File: config.mk
export PLATFORM = sky130hd
export DESIGN_NAME = cigar_string_parser_top
export DESIGN_NICKNAME = d
export VERILOG_FILES = /design/src/rtl/csp_pkg.sv /design/src/rtl/cigar_string_parser_top.sv /design/src/rtl/csp_front.sv /design/src/rtl/csp_back.sv
export SDC_FILE = /design/constraint.sdc
export NUM_CORES = 1
export LEC_CHECK = 0
export ABC_CLOCK_PERIOD_IN_PS = 7700
export BUFFER_PORTS_ARGS = -buffer_cell sky130_fd_sc_hd__buf_2
export CAP_MARGIN = 20
export CORE_UTILIZATION = 55
export CTS_CLUSTER_SIZE = 30
export DETAILED_ROUTE_END_ITERATION = 6
export PLACE_DENSITY_LB_ADDON = 0.3
export SLEW_MARGIN = 30
export SYNTH_ARGS = -nofsm -noshare
export SYNTH_HDL_FRONTEND = slang
export SYNTH_HIERARCHICAL = 1
export SYNTH_SLANG_ARGS = --single-unit
File: constraint.sdc
create_clock -name clk -period 7.7 [get_ports clk]
set_input_delay 0 -clock clk [delete_from_list [all_inputs] [get_ports clk]]
set_output_delay 0 -clock clk [all_outputs]
set_load 0.01 [all_outputs]
File: src/rtl/csp_pkg.sv
// ----------------------------------------------------------------------------
// csp_pkg
// Types, constants and the letter decoder shared by the CIGAR string parser.
// ----------------------------------------------------------------------------
package csp_pkg;

	localparam int LENGTH_BITS_DEF = 32;
	localparam int RUN_BITS        = 32;
	localparam int OFFSET_BITS     = 32;

	localparam logic [3:0] OP_M = 4'd0;
	localparam logic [3:0] OP_I = 4'd1;
	localparam logic [3:0] OP_D = 4'd2;
	localparam logic [3:0] OP_N = 4'd3;
	localparam logic [3:0] OP_S = 4'd4;
	localparam logic [3:0] OP_H = 4'd5;
	localparam logic [3:0] OP_P = 4'd6;
	localparam logic [3:0] OP_T = 4'd7;
	localparam logic [3:0] OP_U = 4'd8;

	typedef enum logic [1:0] {
		ERR_NONE       = 2'd0,
		ERR_BAD_LETTER = 2'd1,
		ERR_NO_DIGITS  = 2'd2,
		ERR_MID_NUMBER = 2'd3
	} csp_err_t;

	typedef enum logic [1:0] {
		KIND_DIGIT,
		KIND_OP,
		KIND_BAD
	} csp_kind_t;

	typedef struct packed {
		logic [7:0] char_byte;
		logic       end_of_string;
	} csp_in_t;

	typedef struct packed {
		logic [3:0]          op_code;
		logic [RUN_BITS-1:0] run_length;
		logic                last_unit;
		csp_err_t            error_code;
	} csp_out_t;

	typedef struct packed {
		csp_kind_t  kind;
		logic [3:0] value;
		logic       eos;
	} csp_item_t;

	typedef struct packed {
		logic      valid;
		csp_item_t item;
	} csp_fq_t;

	function automatic csp_item_t csp_classify(input csp_in_t c);
		csp_item_t r;
		r.eos   = c.end_of_string;
		r.kind  = KIND_OP;
		r.value = 4'd0;
		case (c.char_byte)
			"M": r.value = OP_M;
			"I": r.value = OP_I;
			"D": r.value = OP_D;
			"N": r.value = OP_N;
			"S": r.value = OP_S;
			"H": r.value = OP_H;
			"P": r.value = OP_P;
			"T": r.value = OP_T;
			"U": r.value = OP_U;
			default: begin
				if (c.char_byte >= "0" && c.char_byte <= "9") begin
					r.kind  = KIND_DIGIT;
					r.value = 4'(c.char_byte - 8'h30);
				end else begin
					r.kind = KIND_BAD;
				end
			end
		endcase
		return r;
	endfunction

endpackage

File: src/rtl/cigar_string_parser_top.sv
// ----------------------------------------------------------------------------
// cigar_string_parser_top
// CIGAR string parser: characters in, merged operation units out.
// ----------------------------------------------------------------------------
// The parser takes one character per clock cycle. A character is classified
// on entry and parked in a two-entry queue; the execution stage then consumes
// one queued character per cycle and writes zero, one or two result units into
// a four-entry result queue. A character is taken from the input queue only
// when the result queue has room for two units, so the sustained input rate is
// one character per cycle for as long as results are popped at least as fast
// as they are produced. The leading offset register is sampled on the first
// character of each string.
// ----------------------------------------------------------------------------
module cigar_string_parser_top
	import csp_pkg::*;
#(
	parameter int LENGTH_BITS = LENGTH_BITS_DEF
) (
	input  logic                   clk,
	input  logic                   arst_n,
	input  logic                   push,
	output logic                   full,
	input  csp_in_t                item,
	output logic                   empty,
	input  logic                   pop,
	output csp_out_t               rslt,
	input  logic                   cfg_valid,
	output logic                   cfg_ready,
	input  logic [OFFSET_BITS-1:0] cfg_data
);

	csp_fq_t fq;
	logic    take;

	assign cfg_ready = 1'b1;

	csp_front u_front (
		.clk    (clk),
		.arst_n (arst_n),
		.push   (push),
		.full   (full),
		.item   (item),
		.fq     (fq),
		.take   (take)
	);

	csp_back #(
		.LENGTH_BITS (LENGTH_BITS)
	) u_back (
		.clk      (clk),
		.arst_n   (arst_n),
		.fq       (fq),
		.take     (take),
		.cfg_we   (cfg_valid && cfg_ready),
		.cfg_data (cfg_data),
		.empty    (empty),
		.pop      (pop),
		.rslt     (rslt)
	);

endmodule

File: src/rtl/csp_front.sv
// ----------------------------------------------------------------------------
// csp_front
// Accepts characters, classifies them and holds them in a two-entry queue.
// ----------------------------------------------------------------------------
module csp_front
	import csp_pkg::*;
(
	input  logic    clk,
	input  logic    arst_n,
	input  logic    push,
	output logic    full,
	input  csp_in_t item,
	output csp_fq_t fq,
	input  logic    take
);

	csp_item_t  store_q [2];
	logic       wr_q;
	logic       rd_q;
	logic [1:0] cnt_q;
	logic       push_fire;
	logic       pop_fire;

	assign full      = (cnt_q == 2'd2);
	assign push_fire = push && !full;
	assign pop_fire  = take && (cnt_q != 2'd0);

	assign fq.valid = (cnt_q != 2'd0);
	assign fq.item  = store_q[rd_q];

	always_ff @(posedge clk) begin
		if (push_fire) begin
			store_q[wr_q] <= csp_classify(item);
		end
	end

	always_ff @(posedge clk or negedge arst_n) begin
		if (!arst_n) begin
			wr_q  <= 1'b0;
			rd_q  <= 1'b0;
			cnt_q <= 2'd0;
		end else begin
			if (push_fire) begin
				wr_q <= !wr_q;
			end
			if (pop_fire) begin
				rd_q <= !rd_q;
			end
			cnt_q <= cnt_q + 2'(push_fire) - 2'(pop_fire);
		end
	end

endmodule

File: src/rtl/csp_back.sv
// ----------------------------------------------------------------------------
// csp_back
// Runs the parse state on classified characters and queues the results.
// ----------------------------------------------------------------------------
module csp_back
	import csp_pkg::*;
#(
	parameter int LENGTH_BITS = LENGTH_BITS_DEF
) (
	input  logic                   clk,
	input  logic                   arst_n,
	input  csp_fq_t                fq,
	output logic                   take,
	input  logic                   cfg_we,
	input  logic [OFFSET_BITS-1:0] cfg_data,
	output logic                   empty,
	input  logic                   pop,
	output csp_out_t               rslt
);

	localparam int MW = (LENGTH_BITS > OFFSET_BITS) ? LENGTH_BITS : OFFSET_BITS;
	localparam logic [LENGTH_BITS-1:0] LEN_MAX = {LENGTH_BITS{1'b1}};

	logic [OFFSET_BITS-1:0] offset_q;
	logic [LENGTH_BITS-1:0] acc_q;
	logic                   have_digits_q;
	logic [3:0]             held_op_q;
	logic [LENGTH_BITS-1:0] held_len_q;
	logic                   held_valid_q;
	logic                   start_q;
	logic                   discard_q;

	logic [LENGTH_BITS-1:0] acc_n;
	logic                   have_digits_n;
	logic [3:0]             held_op_n;
	logic [LENGTH_BITS-1:0] held_len_n;
	logic                   held_valid_n;
	logic                   start_n;
	logic                   discard_n;

	logic [3:0]             eff_op;
	logic [LENGTH_BITS-1:0] eff_len;
	logic                   eff_valid;
	logic [OFFSET_BITS-1:0] mag;
	logic [MW-1:0]          mag_ext;
	logic [LENGTH_BITS-1:0] off_len;
	logic [LENGTH_BITS+3:0] acc_ten;
	logic [LENGTH_BITS-1:0] acc_next;
	logic [LENGTH_BITS:0]   merge_sum;
	logic [LENGTH_BITS-1:0] merge_len;

	csp_out_t   res0;
	csp_out_t   res1;
	logic [1:0] nres;

	csp_out_t   oq_q [4];
	logic [1:0] owr_q;
	logic [1:0] ord_q;
	logic [2:0] ocnt_q;
	logic       opop;
	logic       fire;

	assign take = fq.valid && (ocnt_q <= 3'd2);
	assign fire = take;

	assign mag       = offset_q[OFFSET_BITS-1] ? (~offset_q + 1'b1) : offset_q;
	assign mag_ext   = MW'(mag);
	assign off_len   = (MW'(LEN_MAX) < mag_ext) ? LEN_MAX : mag_ext[LENGTH_BITS-1:0];
	assign acc_ten   = ({4'd0, acc_q} << 3) + ({4'd0, acc_q} << 1)
	                   + (LENGTH_BITS+4)'(fq.item.value);
	assign acc_next  = (|acc_ten[LENGTH_BITS+3:LENGTH_BITS]) ? LEN_MAX
	                   : acc_ten[LENGTH_BITS-1:0];
	assign merge_sum = {1'b0, eff_len} + {1'b0, acc_q};
	assign merge_len = merge_sum[LENGTH_BITS] ? LEN_MAX : merge_sum[LENGTH_BITS-1:0];

	always_comb begin
		eff_op    = held_op_q;
		eff_len   = held_len_q;
		eff_valid = held_valid_q;
		if (start_q && offset_q != '0) begin
			eff_op    = offset_q[OFFSET_BITS-1] ? OP_I : OP_D;
			eff_len   = off_len;
			eff_valid = 1'b1;
		end
	end

	always_comb begin
		acc_n         = acc_q;
		have_digits_n = have_digits_q;
		held_op_n     = held_op_q;
		held_len_n    = held_len_q;
		held_valid_n  = held_valid_q;
		start_n       = start_q;
		discard_n     = discard_q;
		nres          = 2'd0;
		res0          = '{op_code: OP_M, run_length: '0, last_unit: 1'b1,
		                  error_code: ERR_NONE};
		res1          = res0;
		if (discard_q) begin
			if (fq.item.eos) begin
				discard_n = 1'b0;
				start_n   = 1'b1;
			end
		end else begin
			start_n      = 1'b0;
			held_op_n    = eff_op;
			held_len_n   = eff_len;
			held_valid_n = eff_valid;
			case (fq.item.kind)
				KIND_DIGIT: begin
					acc_n         = acc_next;
					have_digits_n = 1'b1;
					if (fq.item.eos) begin
						nres            = 2'd1;
						res0.error_code = ERR_MID_NUMBER;
					end
				end
				KIND_OP: begin
					if (!have_digits_q) begin
						nres            = 2'd1;
						res0.error_code = ERR_NO_DIGITS;
						discard_n       = !fq.item.eos;
					end else begin
						if (eff_valid && eff_op == fq.item.value) begin
							held_len_n = merge_len;
						end else begin
							if (eff_valid) begin
								res0.op_code    = eff_op;
								res0.run_length = RUN_BITS'(eff_len);
								res0.last_unit  = 1'b0;
								nres            = 2'd1;
							end
							held_op_n    = fq.item.value;
							held_len_n   = acc_q;
							held_valid_n = 1'b1;
						end
						acc_n         = '0;
						have_digits_n = 1'b0;
						if (fq.item.eos) begin
							if (nres == 2'd1) begin
								res1.op_code    = held_op_n;
								res1.run_length = RUN_BITS'(held_len_n);
								nres            = 2'd2;
							end else begin
								res0.op_code    = held_op_n;
								res0.run_length = RUN_BITS'(held_len_n);
								nres            = 2'd1;
							end
						end
					end
				end
				default: begin
					nres            = 2'd1;
					res0.error_code = ERR_BAD_LETTER;
					discard_n       = !fq.item.eos;
				end
			endcase
			if (nres != 2'd0 && (res0.last_unit || res1.last_unit) &&
			    (fq.item.eos || res0.error_code != ERR_NONE)) begin
				acc_n         = '0;
				have_digits_n = 1'b0;
				held_op_n     = OP_M;
				held_len_n    = '0;
				held_valid_n  = 1'b0;
				start_n       = 1'b1;
			end
		end
	end

	always_ff @(posedge clk or negedge arst_n) begin
		if (!arst_n) begin
			offset_q      <= '0;
			acc_q         <= '0;
			have_digits_q <= 1'b0;
			held_op_q     <= OP_M;
			held_len_q    <= '0;
			held_valid_q  <= 1'b0;
			start_q       <= 1'b1;
			discard_q     <= 1'b0;
		end else begin
			if (cfg_we) begin
				offset_q <= cfg_data;
			end
			if (fire) begin
				acc_q         <= acc_n;
				have_digits_q <= have_digits_n;
				held_op_q     <= held_op_n;
				held_len_q    <= held_len_n;
				held_valid_q  <= held_valid_n;
				start_q       <= start_n;
				discard_q     <= discard_n;
			end
		end
	end

	assign empty = (ocnt_q == 3'd0);
	assign opop  = pop && !empty;
	assign rslt  = oq_q[ord_q];

	always_ff @(posedge clk) begin
		if (fire && nres != 2'd0) begin
			oq_q[owr_q] <= res0;
		end
		if (fire && nres == 2'd2) begin
			oq_q[owr_q + 2'd1] <= res1;
		end
	end

	always_ff @(posedge clk or negedge arst_n) begin
		if (!arst_n) begin
			owr_q  <= 2'd0;
			ord_q  <= 2'd0;
			ocnt_q <= 3'd0;
		end else begin
			if (fire) begin
				owr_q <= owr_q + nres;
			end
			if (opop) begin
				ord_q <= ord_q + 2'd1;
			end
			ocnt_q <= ocnt_q + (fire ? 3'(nres) : 3'd0) - 3'(opop);
		end
	end

endmodule

Word level (Yosys, flattened, before mapping) --
Memory sizes are Yosys's and may differ from the RTL's. Cells that the tools add are included.
Storage, ports and cells: input bits 46, memory bits (read-only) 0, memories kept 2, bits in latches 0, register bits 115, memory bits (writable) 170, logic and storage cells 153, output and inout port bits 42
Memories:
- u_back.oq_q | depth 4, width 39, read ports 1, clocked after Yosys merged registers in 0, wr ports 2, line csp_back.sv:56 | csp_out_t oq_q [4];
- u_front.store_q | depth 2, width 7, read ports 1, clocked after Yosys merged registers in 0, wr ports 1, line csp_front.sv:17 | csp_item_t store_q [2];
Cells by class: eq/ne operators 16, $add $sub $neg 12, mux-type cells 73, divide/modulo/power cells 0, order comparisons 4, bitwise logic cells 2, reduce and logical (&&, ||, !) cells 30, shifts and indexed selects 0, $mul 0
Operators with widths (number):
- $mux W32 | 11
- $mux W36 | 7
- $mux W37 | 4
- $eq A8 B7 Y1 const B | 9
- $pmux W32 S2 | 1
- $mux W39 | 1
- $add A35 B33 Y36 | 1
- $add A36 B4 Y36 | 1
- $pmux W4 S9 | 1
- $mux W2 | 17
- $add A32 B32 Y33 | 1
- $add A32 B1 Y32 const B | 1
- $lt A32 B32 Y1 const A | 1
- $not A32 Y32 | 1
- $reduce_bool A32 Y1 | 1
- $mux W4 | 7
- $mux W1 | 20
- $logic_and A1 B1 Y1 | 10
- $reduce_or A9 Y1 | 1
- $ge A8 B6 Y1 const B | 1
- $le A8 B6 Y1 const B | 1
- $pmux W2 S2 | 2
- $reduce_bool A2 Y1 | 4
- $logic_not A1 Y1 | 5
- 23 further kinds | 28

Logic depth before layout (Yosys ltp) --
depth after elaboration 20, gate-level depth with buffers 24, depth with buffers taken out 21

Hierarchy --
Netlist, hierarchy kept.
Modules (own cells, without submodules):
- csp_back | area an instance 17898.4 µm², times used 1, cells each 1797
- csp_front | area an instance 1031.0 µm², times used 1, cells each 89
- cigar_string_parser_top | area an instance 11.3 µm², times used 1, cells each 2

Worst setup path before layout --
Ideal clock, no wire load.
path kind reg2reg, start point reg u_back.offset_q[23], end point mem u_back/oq_q[0][10] (netlist name) (enable), stages on the path, launching flop included 13, path slack 1.222 ns, clock period less this slack 6.478 ns, arrival time 5.992 ns, buffers on the path 1, data required time 7.214 ns, path through dfrtp_1 or4_4 nor4_4 nand3_4 o311a_4 o311a_1 a21oi_4 buf_6 ha_1 o22a_1 nor2_1 nand4_1 o21ai_0
RTL lines:
- start: declaration | line csp_back.sv:24 | logic [OFFSET_BITS-1:0] offset_q;
- start signal: assignment | line csp_back.sv:182 | offset_q <= cfg_data;
- end: declaration | line csp_back.sv:56

==> metrics.txt <==
core area=0.0337 mm^2; VDD IR-drop max=between 0.00015 and 0.0002 V; Starting DRT DRC Count=around 2000; Max stage delay on crit path=about 0.65 ns; Slowest cell on crit path=a21oi_1; Tot GR Track Use=0.331; number of synthesized flops with an enable pin=roughly 160; final setup fails=0; DR WL/cell=between 20 and 25 um; # DRC=12; Area contributors post-synth=edfxtp_1, dfrtp_1, ha_1, mux4_2, o22ai_1; combinational power share=0.441; nets@finish=about 2100; Mapped Nets=about 2000; status=finished, violations left; total CTS buffers=28; H-tree Lvls=1; post-synth top area share=0.250; placed insts=2328; Hold Vio Cnt, Final=7; FF-to-FF End=u_back/oq_q[0][7]; Main synth FF type=edfxtp_1; failing checks=DRC, hold timing; Post-Layout Cell Count=2422; Synthesis Warnings=6; TritonCTS clock tree=yes; pin count of the biggest net entering global routing=between 70 and 80; most common library cells after synthesis=nand2_1, edfxtp_1, o22ai_1, nor2_1; pre-CTS worst setup slack=around 1.1 ns; critical path arrival=~7.0 ns; initial antenna violation count=2; fin worst setup slack=~0.93 ns; ANT cells=0; setup TNS=0 ns; clk sinks=around 290; Total Wirelength=between 50000 and 60000 um; fin crit period=~6.8 ns; via count=~16000; post-synthesis sequential area ratio=0.415; routability cong.=between 1 and 1.5; number of global-route vias before repair=15800; I/O Buffers=between 80 and 90; Vias/cell=about 6.8; Synth area leader=edfxtp_1; Yosys cell types=96; Tightest Pin Transition=between 1 and 1.5 ns; final worst-path cycle share=0.879; die area=0.0352 mm^2; met1 Use GR=0.454; Hold/Removal Path Class=input port to asynchronous set/reset pin; busiest grt layer=met2; required time of the critical path=roughly 8 ns; CP delay by family, top=compound AO/OA/AOI/OAI gates; CP Cell Sequence=or4_1 -> or2_2 -> or4_1 -> o31ai_1 -> xor2_1 -> nor2_1 -> a21oi_1 -> inv_1 -> ha_1 -> a21o_1 -> a31oi_1 -> o21ai_0 -> a21o_1 -> a21oi_1 -> buf_4 -> nand2_1 -> buf_4 -> o22ai_1 -> o22ai_1; Initial Util=0.562; mean area per synthesized cell=between 10 and 15 um^2; relative slew slack=0.327; proportion of layout cells with a drive suffix above 1=0.153; R2R setup slack=around 0.93 ns; unrepaired setup endpoints after global routing=no; CTS clk-pin slew, worst paths=around 0.070 ns; Min Hold Slack=-0.0119 ns; synthesized flop and latch total=285; die height=about 190 um; Top Ports=between 80 and 90; Post-DP HPWL=between 40000 and 50000 um; PwrDens=300 mW/mm^2; Die Width=approximately 190 um; Final Max Tran Viols=0; Seq pwr share=0.334; CP Capture Type=register; launch point of the worst reg-to-reg path=u_back/offset_q[14]; most frequent cell after synthesis=nand2_1; met3 usage in global routing=0.0573; Max Root-Sink Buffers=3; Syn Inst Count=roughly 1900; Cell Area, Synth=roughly 0.019 mm^2; Max-Cap Viols=0; Antenna Nets Post-Route=0; setup bufs post-CTS=0; Setup Skew=0.0124 ns; Buffers & Inverters on Critical Path=3; worst-skew pair later-pin latency=0.56 ns; switch share=0.408; Crit Path Class=register to register; area delta synth->final=10.8%; CP Max Fanout=18; first-pass GRT wire length=between 90000 and 100000 um; cell-internal power=0.00372 W; CTS Root Cell=clkbuf_16; startpoint class of the critical path=register; Leak=between 8 and 9 nW; Pwr Total=~0.0063 W; DR pass1 iterations=7; switching pwr=between 0.002 and 0.003 W; Clock power frac=0.224; max frequency=about 150 MHz; Std-Cell Rows=67; Post-synth ARST share=0.404; grt total ovfl=0; routing usage on met2=0.521; R2R depth=19
## worst max path at each step
stage	from	slack [ns]	depth (start not counted)	to
after global placement	u_back/offset_q[0]	1.18	21	u_back/oq_q[0][33]
after floorplan	u_back/offset_q[23]	1.22	12	u_back/oq_q[0][10]
after detailed placement	u_back/offset_q[0]	1.11	21	u_back/oq_q[1][33]
after global routing	u_back/offset_q[14]	0.82	19	u_back/oq_q[0][7]
after CTS	u_back/offset_q[0]	1.02	21	u_back/oq_q[1][33]
final	u_back/offset_q[14]	0.93	19	u_back/oq_q[0][7]
## cell usage in the layout (no fill, tap or decap), types with 22 or more instances in the layout
cell	synthesis	layout
nand2_1	199	198
mux2_2	47	47
o221ai_1	33	33
ha_1	105	105
xor2_1	45	45
o21ai_0	114	113
dlygate4sd3_1	0	41
buf_4	9	29
clkbuf_16	0	29
nor3_1	22	22
a21o_1	40	40
o31ai_1	24	23
o22ai_1	122	122
mux4_2	39	39
nor2_1	116	113
a211oi_1	27	27
edfxtp_1	158	158
a21oi_1	113	113
xnor2_1	44	44
dfrtp_1	114	113
inv_1	65	64
buf_2	26	85
## layer usage
layer | wire (um) | vias to the layer above
met2 | 26700 | 1033
met5 | 24 | -
met3 | 6410 | 167
li1 | - | 7348
met4 | 2610 | 4
met1 | 23000 | 7818
## cell type report
type                    instances  area [um^2]
repair buffers                158         1100
clock inverters                12          123
fillers                      2755        12700
multi-input cells            1413        10300
inverters                      66          248
clock buffers                  40          827
well taps                     448          561
flip-flops and latches        285         7870
## registers in the layout (all words and copies together), names as in the netlist, 2 cells and up
register           cells
u_front/cnt_q          2
u_back/offset_q       32
u_front/store_q       14
u_back/acc_q          32
u_back/held_len_q     32
u_back/oq_q          156
u_back/ord_q           2
u_back/ocnt_q          3
u_back/held_op_q       4
u_back/owr_q           2
## kinds of logic (layout without fill, tap and decap cells)
| group | Yosys count | after routing | synth area share |
|---|---|---|---|
| AOI/OAI and AO/OA | 628 | 628 | 0.220 |
| and+or+nand+nor | 491 | 491 | 0.125 |
| DFF | 285 | 285 | 0.415 |
| buffers and inverters | 190 | 276 | 0.0451 |
| adders and majority gates | 109 | 109 | 0.0736 |
| muxes | 95 | 95 | 0.0791 |
| xor gates and xnor gates | 89 | 89 | 0.0412 |
| other | 1 | 1 | 0.000198 |
## through the flow
stage / util / hold slack [ns] / area [um^2]
final: 0.623 / -0.0119 / 21000
after CTS: 0.622 / 0.000198 / 21000
after floorplan: - / -0.296 / 18900
after global placement: 0.582 / 0.0498 / 19600
after detailed placement: 0.582 / 0.0457 / 19600
after global routing: 0.623 / 0.0366 / 21000
## timing repair
action,in CTS,in global routing
resized for setup,0,0
hold endpoints to repair,92,0
hold buffers,41,0
## power by group through the flow
stage	clock (W)	sequential (W)	combinational, W
2_1_floorplan	0	0.00204	0.00191
3_3_place_gp	0	0.00210	0.00261
3_5_place_dp	0	0.00212	0.00268
4_1_cts	0.00142	0.00209	0.00271
5_1_grt	0.00148	0.00213	0.00297
6_report	0.00141	0.00210	0.00278
Note: power is estimated with default switching activity, not from simulation.
